$ cat src/hdl/tiltrotor_gravity_vector_top_defines.svh
// ----------------------------------------------------------------------------
// Tilt-rotor gravity vector: assertion macros
// Shared property forms for the checks at the end of the top level.
// ----------------------------------------------------------------------------
`ifndef TILTROTOR_GRAVITY_VECTOR_TOP_DEFINES_SVH
`define TILTROTOR_GRAVITY_VECTOR_TOP_DEFINES_SVH

// same-cycle implication
`define TGV_ASSERT_NOW(lbl, clk, rst, ante, cons, msg) \
   lbl: assert property (@(posedge clk) disable iff (rst) (ante) |-> (cons)) else $error(msg);

// next-cycle implication
`define TGV_ASSERT_NEXT(lbl, clk, rst, ante, cons, msg) \
   lbl: assert property (@(posedge clk) disable iff (rst) (ante) |=> (cons)) else $error(msg);

`endif

$ cat src/hdl/tgv_pkg.sv
// ----------------------------------------------------------------------------
// Tilt-rotor gravity vector: package
// Widths, CORDIC constants, register indexes, rounding and saturating helpers.
// ----------------------------------------------------------------------------
`timescale 1ns / 1ps

package tgv_pkg;

   localparam int ANGLE_W      = 15;
   localparam int REG_W        = 32;
   localparam int TILT_W       = 16;
   localparam int RES_W        = 32;
   localparam int CSR_ADDR_W   = 3;
   localparam int CORDIC_STEPS = 16;
   localparam int ATAN_ENTRIES = 24;
   localparam int XW           = 34;
   localparam int ZW           = 35;
   localparam int QW           = 24;
   localparam int TW           = 40;
   localparam int SW           = 44;

   localparam logic signed [XW-1:0] CORDIC_GAIN = XW'(64'sh26DD3B6A);
   localparam logic signed [ZW-1:0] HALF_PI_Q30 = ZW'(64'sd1686629713);
   localparam logic signed [ZW-1:0] PI_Q30      = ZW'(64'sd3373259426);

   localparam logic signed [31:0] ATAN_Q30 [ATAN_ENTRIES] = '{
      32'sh3243F6A8, 32'sh1DAC6705, 32'sh0FADBAFC, 32'sh07F56EA6, 32'sh03FEAB76,
      32'sh01FFD55B, 32'sh00FFFAAA, 32'sh007FFF55, 32'sh003FFFEA, 32'sh001FFFFD,
      32'sh000FFFFF, 32'sh0007FFFF, 32'sh0003FFFF, 32'sh0001FFFF, 32'sh0000FFFF,
      32'sh00007FFF, 32'sh00003FFF, 32'sh00001FFF, 32'sh00000FFF, 32'sh000007FF,
      32'sh000003FF, 32'sh000001FF, 32'sh000000FF, 32'sh0000007F
   };

   typedef enum logic [CSR_ADDR_W-1:0] {
      CSR_RIGHT_ARM_WEIGHT = 3'd0,
      CSR_LEFT_ARM_WEIGHT  = 3'd1,
      CSR_TILT_SINE        = 3'd2,
      CSR_TILT_COSINE      = 3'd3,
      CSR_MOMENT_X         = 3'd4,
      CSR_MOMENT_Y         = 3'd5,
      CSR_MOMENT_Z         = 3'd6,
      CSR_TOTAL_WEIGHT     = 3'd7
   } csr_index_type;

   // product of two signed words, rounded half up to Q16
   function automatic logic signed [63:0] mrnd(input logic signed [31:0] a,
                                               input logic signed [31:0] b);
      logic signed [63:0] p;
      p = a * b;
      return (p + 64'sd32768) >>> 16;
   endfunction

   function automatic logic [RES_W-1:0] sat32(input logic signed [SW-1:0] v);
      logic [RES_W-1:0] r;
      if (v > SW'(64'sd2147483647)) begin
         r = 32'h7FFF_FFFF;
      end else if (v < SW'(-64'sd2147483648)) begin
         r = 32'h8000_0000;
      end else begin
         r = v[RES_W-1:0];
      end
      return r;
   endfunction

endpackage

$ cat src/hdl/tgv_cordic.sv
// ----------------------------------------------------------------------------
// Tilt-rotor gravity vector: CORDIC lane
// Quadrant fold, one register stage per rotation, rounding to Q16.
// ----------------------------------------------------------------------------
`timescale 1ns / 1ps

module tgv_cordic
   import tgv_pkg::*;
#(
   parameter int STEPS = CORDIC_STEPS
) (
   input  logic                      clock,
   input  logic                      adv,
   input  logic signed [ANGLE_W-1:0] angle,
   output logic signed [QW-1:0]      sin_q16,
   output logic signed [QW-1:0]      cos_q16
);

   localparam int NS = (STEPS > ATAN_ENTRIES) ? ATAN_ENTRIES : STEPS;

   logic signed [XW-1:0] x_ff [NS+1];
   logic signed [XW-1:0] y_ff [NS+1];
   logic signed [ZW-1:0] z_ff [NS+1];
   logic                 flip_ff [NS+1];
   logic signed [ZW-1:0] z_in;
   logic                 flip_in;
   logic signed [XW-1:0] xf_in;
   logic signed [XW-1:0] xr_in;
   logic signed [XW-1:0] yr_in;
   logic signed [QW-1:0] sin_ff;
   logic signed [QW-1:0] cos_ff;

   always_comb begin
      z_in    = ZW'(angle) <<< 18;
      flip_in = 1'b0;
      if (z_in > HALF_PI_Q30) begin
         z_in    = PI_Q30 - z_in;
         flip_in = 1'b1;
      end else if (z_in < -HALF_PI_Q30) begin
         z_in    = -PI_Q30 - z_in;
         flip_in = 1'b1;
      end
   end

   always_ff @(posedge clock) begin
      if (adv) begin
         x_ff[0]    <= CORDIC_GAIN;
         y_ff[0]    <= '0;
         z_ff[0]    <= z_in;
         flip_ff[0] <= flip_in;
      end
   end

   for (genvar i = 0; i < NS; i++) begin : g_rot
      always_ff @(posedge clock) begin
         if (adv) begin
            flip_ff[i+1] <= flip_ff[i];
            if (!z_ff[i][ZW-1]) begin
               x_ff[i+1] <= x_ff[i] - (y_ff[i] >>> i);
               y_ff[i+1] <= y_ff[i] + (x_ff[i] >>> i);
               z_ff[i+1] <= z_ff[i] - ZW'(ATAN_Q30[i]);
            end else begin
               x_ff[i+1] <= x_ff[i] + (y_ff[i] >>> i);
               y_ff[i+1] <= y_ff[i] - (x_ff[i] >>> i);
               z_ff[i+1] <= z_ff[i] + ZW'(ATAN_Q30[i]);
            end
         end
      end
   end

   always_comb begin
      xf_in = flip_ff[NS] ? -x_ff[NS] : x_ff[NS];
      xr_in = (xf_in + XW'(8192)) >>> 14;
      yr_in = (y_ff[NS] + XW'(8192)) >>> 14;
   end

   always_ff @(posedge clock) begin
      if (adv) begin
         sin_ff <= QW'(yr_in);
         cos_ff <= QW'(xr_in);
      end
   end

   assign sin_q16 = sin_ff;
   assign cos_q16 = cos_ff;

endmodule

$ cat config.mk
export PLATFORM = sky130hd
export DESIGN_NAME = tgv_cordic
export DESIGN_NICKNAME = d
export VERILOG_FILES = /design/src/hdl/tiltrotor_gravity_vector_top_defines.svh /design/src/hdl/tgv_pkg.sv /design/src/hdl/tgv_cordic.sv
export SDC_FILE = /design/constraint.sdc
export NUM_CORES = 2
export LEC_CHECK = 0
export BUFFER_PORTS_ARGS = -buffer_cell sky130_fd_sc_hd__buf_2
export CAP_MARGIN = 10
export CORE_UTILIZATION = 45
export CTS_CLUSTER_DIAMETER = 150
export DETAILED_ROUTE_END_ITERATION = 12
export HOLD_SLACK_MARGIN = 0.05
export PLACE_DENSITY_LB_ADDON = 0.05
export SYNTH_ARGS = -nofsm -noshare
export SYNTH_HDL_FRONTEND = slang
export SYNTH_SLANG_ARGS = --single-unit
$ cat constraint.sdc
create_clock -name clock -period 7.4 [get_ports clock]
set_clock_uncertainty 0.2 [all_clocks]
set_input_delay 1.48 -clock clock [delete_from_list [all_inputs] [get_ports clock]]
set_output_delay 1.48 -clock clock [all_outputs]
set_load 0.005 [all_outputs]
# --- After elaboration in Yosys (flattened, before gate mapping) ---
# Memories as Yosys holds them, arrays and structs flattened.
# Index checks and enable logic that the tools add are counted.
totals:
  register_bits: 40
  ramBits: 1768
  inputBits: 17
  out_inout_bits: 48
  wordCells: 307
  n_memories: 4
mem_list:
  columns: ["memory", "words", "word_bits", "rd", "rd_ports_with_merged_regs", "wr", "line_no", "text"]
  rows:
  - ["z_ff", 17, 35, 16, 0, 17, "tgv_cordic.sv:23", "logic signed [ZW-1:0] z_ff [NS+1];"]
  - ["x_ff", 17, 34, 17, 0, 17, "tgv_cordic.sv:21", "logic signed [XW-1:0] x_ff [NS+1];"]
  - ["y_ff", 17, 34, 17, 0, 17, "tgv_cordic.sv:22", "logic signed [XW-1:0] y_ff [NS+1];"]
  - ["flip_ff", 17, 1, 17, 0, 17, "tgv_cordic.sv:24", "logic flip_ff [NS+1];"]
op_classes:
  add_sub_neg: 100
  n_lt_le_gt_ge: 2
  mux: 151
  n_bitwise: 48
ops:
  columns: ["op", "n"]
  rows:
  - ["2-to-1 mux 34 bit", 33]
  - ["2-to-1 mux 35 bit", 18]
  - ["2-to-1 mux 1 bit", 100]
  - ["adder 34 x 15 -> 34 bit, second input constant", 2]
  - ["adder 34 x 19 -> 34 bit", 2]
  - ["adder 34 x 20 -> 34 bit", 2]
  - ["adder 34 x 21 -> 34 bit", 2]
  - ["adder 34 x 22 -> 34 bit", 2]
  - ["adder 34 x 23 -> 34 bit", 2]
  - ["adder 34 x 24 -> 34 bit", 2]
  - ["adder 34 x 25 -> 34 bit", 2]
  - ["adder 34 x 26 -> 34 bit", 2]
  - ["adder 34 x 27 -> 34 bit", 2]
  - ["adder 34 x 28 -> 34 bit", 2]
  - ["adder 34 x 29 -> 34 bit", 2]
  - ["adder 34 x 30 -> 34 bit", 2]
  - ["adder 34 x 31 -> 34 bit", 2]
  - ["adder 34 x 32 -> 34 bit", 2]
  - ["adder 34 x 33 -> 34 bit", 2]
  - ["subtractor 33 x 33 -> 34 bit, first input constant", 2]
  - ["subtractor 34 x 19 -> 34 bit", 2]
  - ["subtractor 34 x 20 -> 34 bit", 2]
  - ["subtractor 34 x 21 -> 34 bit", 2]
  - ["subtractor 34 x 22 -> 34 bit", 2]
  - ["49 further kinds", 108]

# --- Logic depth before layout (Yosys ltp) ---
logic_depth:
  word_depth: 4
  ltp_mapped: 23
  mapped_depth_nobuf: 23

# --- Worst setup path after synthesis ---
# No wires, ideal clock.
synth_path:
  path_type: "input-to-reg"
  from: "input adv"
  to: "memory z_ff[12][34], data pin"
  setup_time_ps: 258
  arrival_time_ps: 5934
  required_ps: 6942
  path_slack_ps: 1009
  path_stages: 18
  n_path_buf: 4
  path_cell_list: "clkbuf_1 > clkbuf_1 > nand2_1 > inv_1 > clkbuf_1 > buf_1 > ha_1 > nor2b_4 > o31a_1 > o41a_1 > a41oi_2 > o32ai_2 > a41o_1 > nor4_4 > o311ai_1 > a221o_1 > a21oi_2 > xnor2_1"
synth_rtl:
  columns: ["element", "line_no", "text"]
  rows:
  - ["start, declared", "tgv_cordic.sv:13", "input logic adv,"]
  - ["end, declared", "tgv_cordic.sv:23", null]

==> metrics.md <==
| Metric | Value |
|---|---|
| Mux contribution to synthesized area | 0.00774 |
| Pins over their slew limit | 0 |
| Hold Buf Count CTS | 0 |
| Multi-input logic area | a little under 80000 um^2 |
| Synthesized cell area | 128000 um^2 |
| Reg area | roughly 46000 um^2 |
| Mean Syn Cell Area | 9.69 um^2 |
| Met2 usage | 0.404 |
| Ranking of synthesized cells by area | edfxtp_1 36%, ha_1 14%, xnor2_1 8.9%, a21oi_1 5.2%, xor2_1 4.4% |
| # H-tree levels | 4 |
| Setup TNS Final | 0 ps |
| Commonest cells post-synth | 1532 x edfxtp_1, 1440 x ha_1, 1337 x a21oi_1 |
| Gr busiest metal | met2 |
| Root buf cell | clkbuf_16 |
| Clock-pin slew on the worst setup and hold paths | 60 ps |
| Startpoint types | register |
| Ports | 65 |
| Post-synth ARST share | 0 |
| Worst-path fanout max | 6 |
| Synth-to-Final Area Change | 8.97% |
| DPL Wire Length | 277 mm |
| CTS Buf Count | 193 |
| CTS tree | done |
| Synth top area share | 0.359 |
| Routed Antenna Nets | 0 |
| Starting Density | 0.454 |
| Max-cap violation count | 0 |
| Pre-CTS setup slack | 950 ps |
| GR Layer Usage met3 | 0.0219 |
| Residual DRC | 0 |
| Arrival time at the worst endpoint | 6580 ps |
| Post-Syn Instances | ~13000 |
| Total die area | 287000 um^2 |
| Measured slew at the worst slew-check pin | 1190 ps |
| Die H | ~540 um |
| Post-synthesis xor/xnor area fraction | 0.133 |
| Hold Path Class | reg -> reg |
| Endpoints failing setup | 0 |
| Worst setup path class | reg -> reg |
| Die W | 536 um |
| Critical path capture point type | register |
| First-pass GRT wire length | 543 mm |
| Post-synthesis sequential area ratio | 0.359 |
| Yosys cell types | roughly 100 |
| Main combinational cell family by area after synthesis | compound AO/OA/AOI/OAI gates |
| YS warnings | 0 |
| I/O Buffers | 64 |
| Grt met1 use | 0.321 |
| Ys flop type | edfxtp_1 |
| RePlAce Congestion | 0.928 |
| Top-count cell post-synth | edfxtp_1 |
| Largest net degree at the start of global routing | 150 |
| Clk sink count | 1532 |
| Number of synthesized flops with an enable pin | 1532 |
| Routed via count | 99200 |
| Starting DRC count in detailed routing | 6773 |
| Routed len/inst | ~20 um |
| Slew margin rel. | 0.200 |
| Hold Vio Cnt, Final | 0 |
| Peak Freq | 162 MHz |
| Clk_lat worst skew | about 870 ps |
| RSZ-0062 raised after global routing | no |
| Max clock buf depth | 4 |
| Core area | about 280000 um^2 |
| FF+latch count, synth | 1532 |
| Required @ worst endpoint | 7790 ps |
| Vias per inst | 5.74 |
| Cell accounting for the most synthesized area | edfxtp_1 |
| Compound-Gate Fraction of Synth Area | 0.202 |
| First drt pass iteration count | 5 |
| Nets | ~15000 |
| Post-route clock period utilization | 0.836 |
| GRT Util Overall | 0.237 |
| Final WS setup | 1210 ps |
| Layout cells sized above 1 | 0.0462 |
| Initial antenna violation count | 7 |
| Post-route minimum period | 6190 ps |
| Vias in the first global route | around 96000 |
| Status | finished, final reports clean |
| Routed wire length | between 300 and 400 mm |
| Grt ovf | 0 |
| Post-CTS sizing | 0 |
| Synth Area in Adders | 0.148 |
| Syn Nets | about 15000 |
| Post-CTS Setup Inserts | 0 |
| # rows | 195 |
| Post-Synth Simple-Gate Area | 0.129 |
| Fillers | 26000 |
==> layout by cell type, fill, tap and decap left out, types with 35 or more instances in the layout <==
cell type,n
nand4_1,105
nand3_1,243
o41ai_1,60
o211ai_1,55
clkinv_1,40
a21oi_1,1337
o31ai_1,143
and3_1,105
a21boi_0,42
nand2_1,722
nor2b_1,183
a21o_1,687
or4_1,47
mux2i_1,62
and2_1,68
nand2b_1,251
nor3_1,295
nor2_1,981
ha_1,1440
o21ai_0,706
xnor2_1,1298
a31oi_1,120
buf_2,63
nor4_1,82
and4_1,35
o21bai_1,157
or3_1,102
clkbuf_16,196
inv_1,514
or2_2,43
a211oi_1,122
o21a_1,236
xor2_1,647
edfxtp_1,1532
fa_1,45
buf_4,97
o31a_1,36
==> worst paths after layout <==
check,startpoint,end,slack (ps),depth (start not counted)
setup / recovery,y_ff[4][9],x_ff[5][33],1210,18
hold / removal,flip_ff[0][8],flip_ff[0][9],220,0
setup reg to reg,y_ff[4][9],x_ff[5][33],1210,18
hold reg to reg,flip_ff[0][8],flip_ff[0][9],220,0
==> cell type report <==
class,instances,share of cell area
clock buffers,216,0.0356
clock inverters,139,0.0110
diodes,2,0.0000358
well taps,3743,0.0335
repair buffers,165,0.00818
multi-input cells,11000,0.568
inverters,527,0.0142
flip-flops and latches,1532,0.329
==> kinds of logic after synthesis <==
group,Yosys count
XOR/XNOR,1947
multiplexers,95
AO/OA/AOI/OAI,4063
flip-flops,1532
AND/OR/NAND/NOR,3369
adder cells (fa/ha/maj),1486
buffers and inverters,747
==> sequential cells by signal, summed over array words and instances (netlist names) <==
name,count
x_ff,484
y_ff,498
z_ff,494
flip_ff,16
sin_q16,20
cos_q16,20
==> routing by layer <==
layer	share of wire	up-vias
met3	0.038	428
met5	0.000032	-
met2	0.47	1937
li1	-	49600
met4	0.025	2
met1	0.47	47200
==> critical path, stage by stage, from the launching register on <==
cell and delay [ps]:
edfxtp_1 450, or4_1 600, or3_1 430, nor4_1 970, inv_1 80, o21ai_0 240, xnor2_1 140, ha_1 310
a21o_1 200, a21o_1 160, a21oi_1 170, o21ai_0 140, or3_1 330, a211oi_1 430, o31a_1 300, a21oi_1 100
a211o_1 280, a21oi_1 150, xnor3_1 220
==> through the flow <==
stage	hold slack, ps	cells	utilization	area [um^2]
3_5_place_dp	205	16900	0.471	133000
4_1_cts	218	17300	0.494	140000
2_1_floorplan	200	13200	-	128000
3_3_place_gp	203	16900	0.471	133000
6_report	217	17300	0.494	140000
5_1_grt	227	17300	0.494	140000
Power is left out: the tool's default activity adds up to more than one toggle a clock period on the data nets, which glitch-free logic cannot reach.
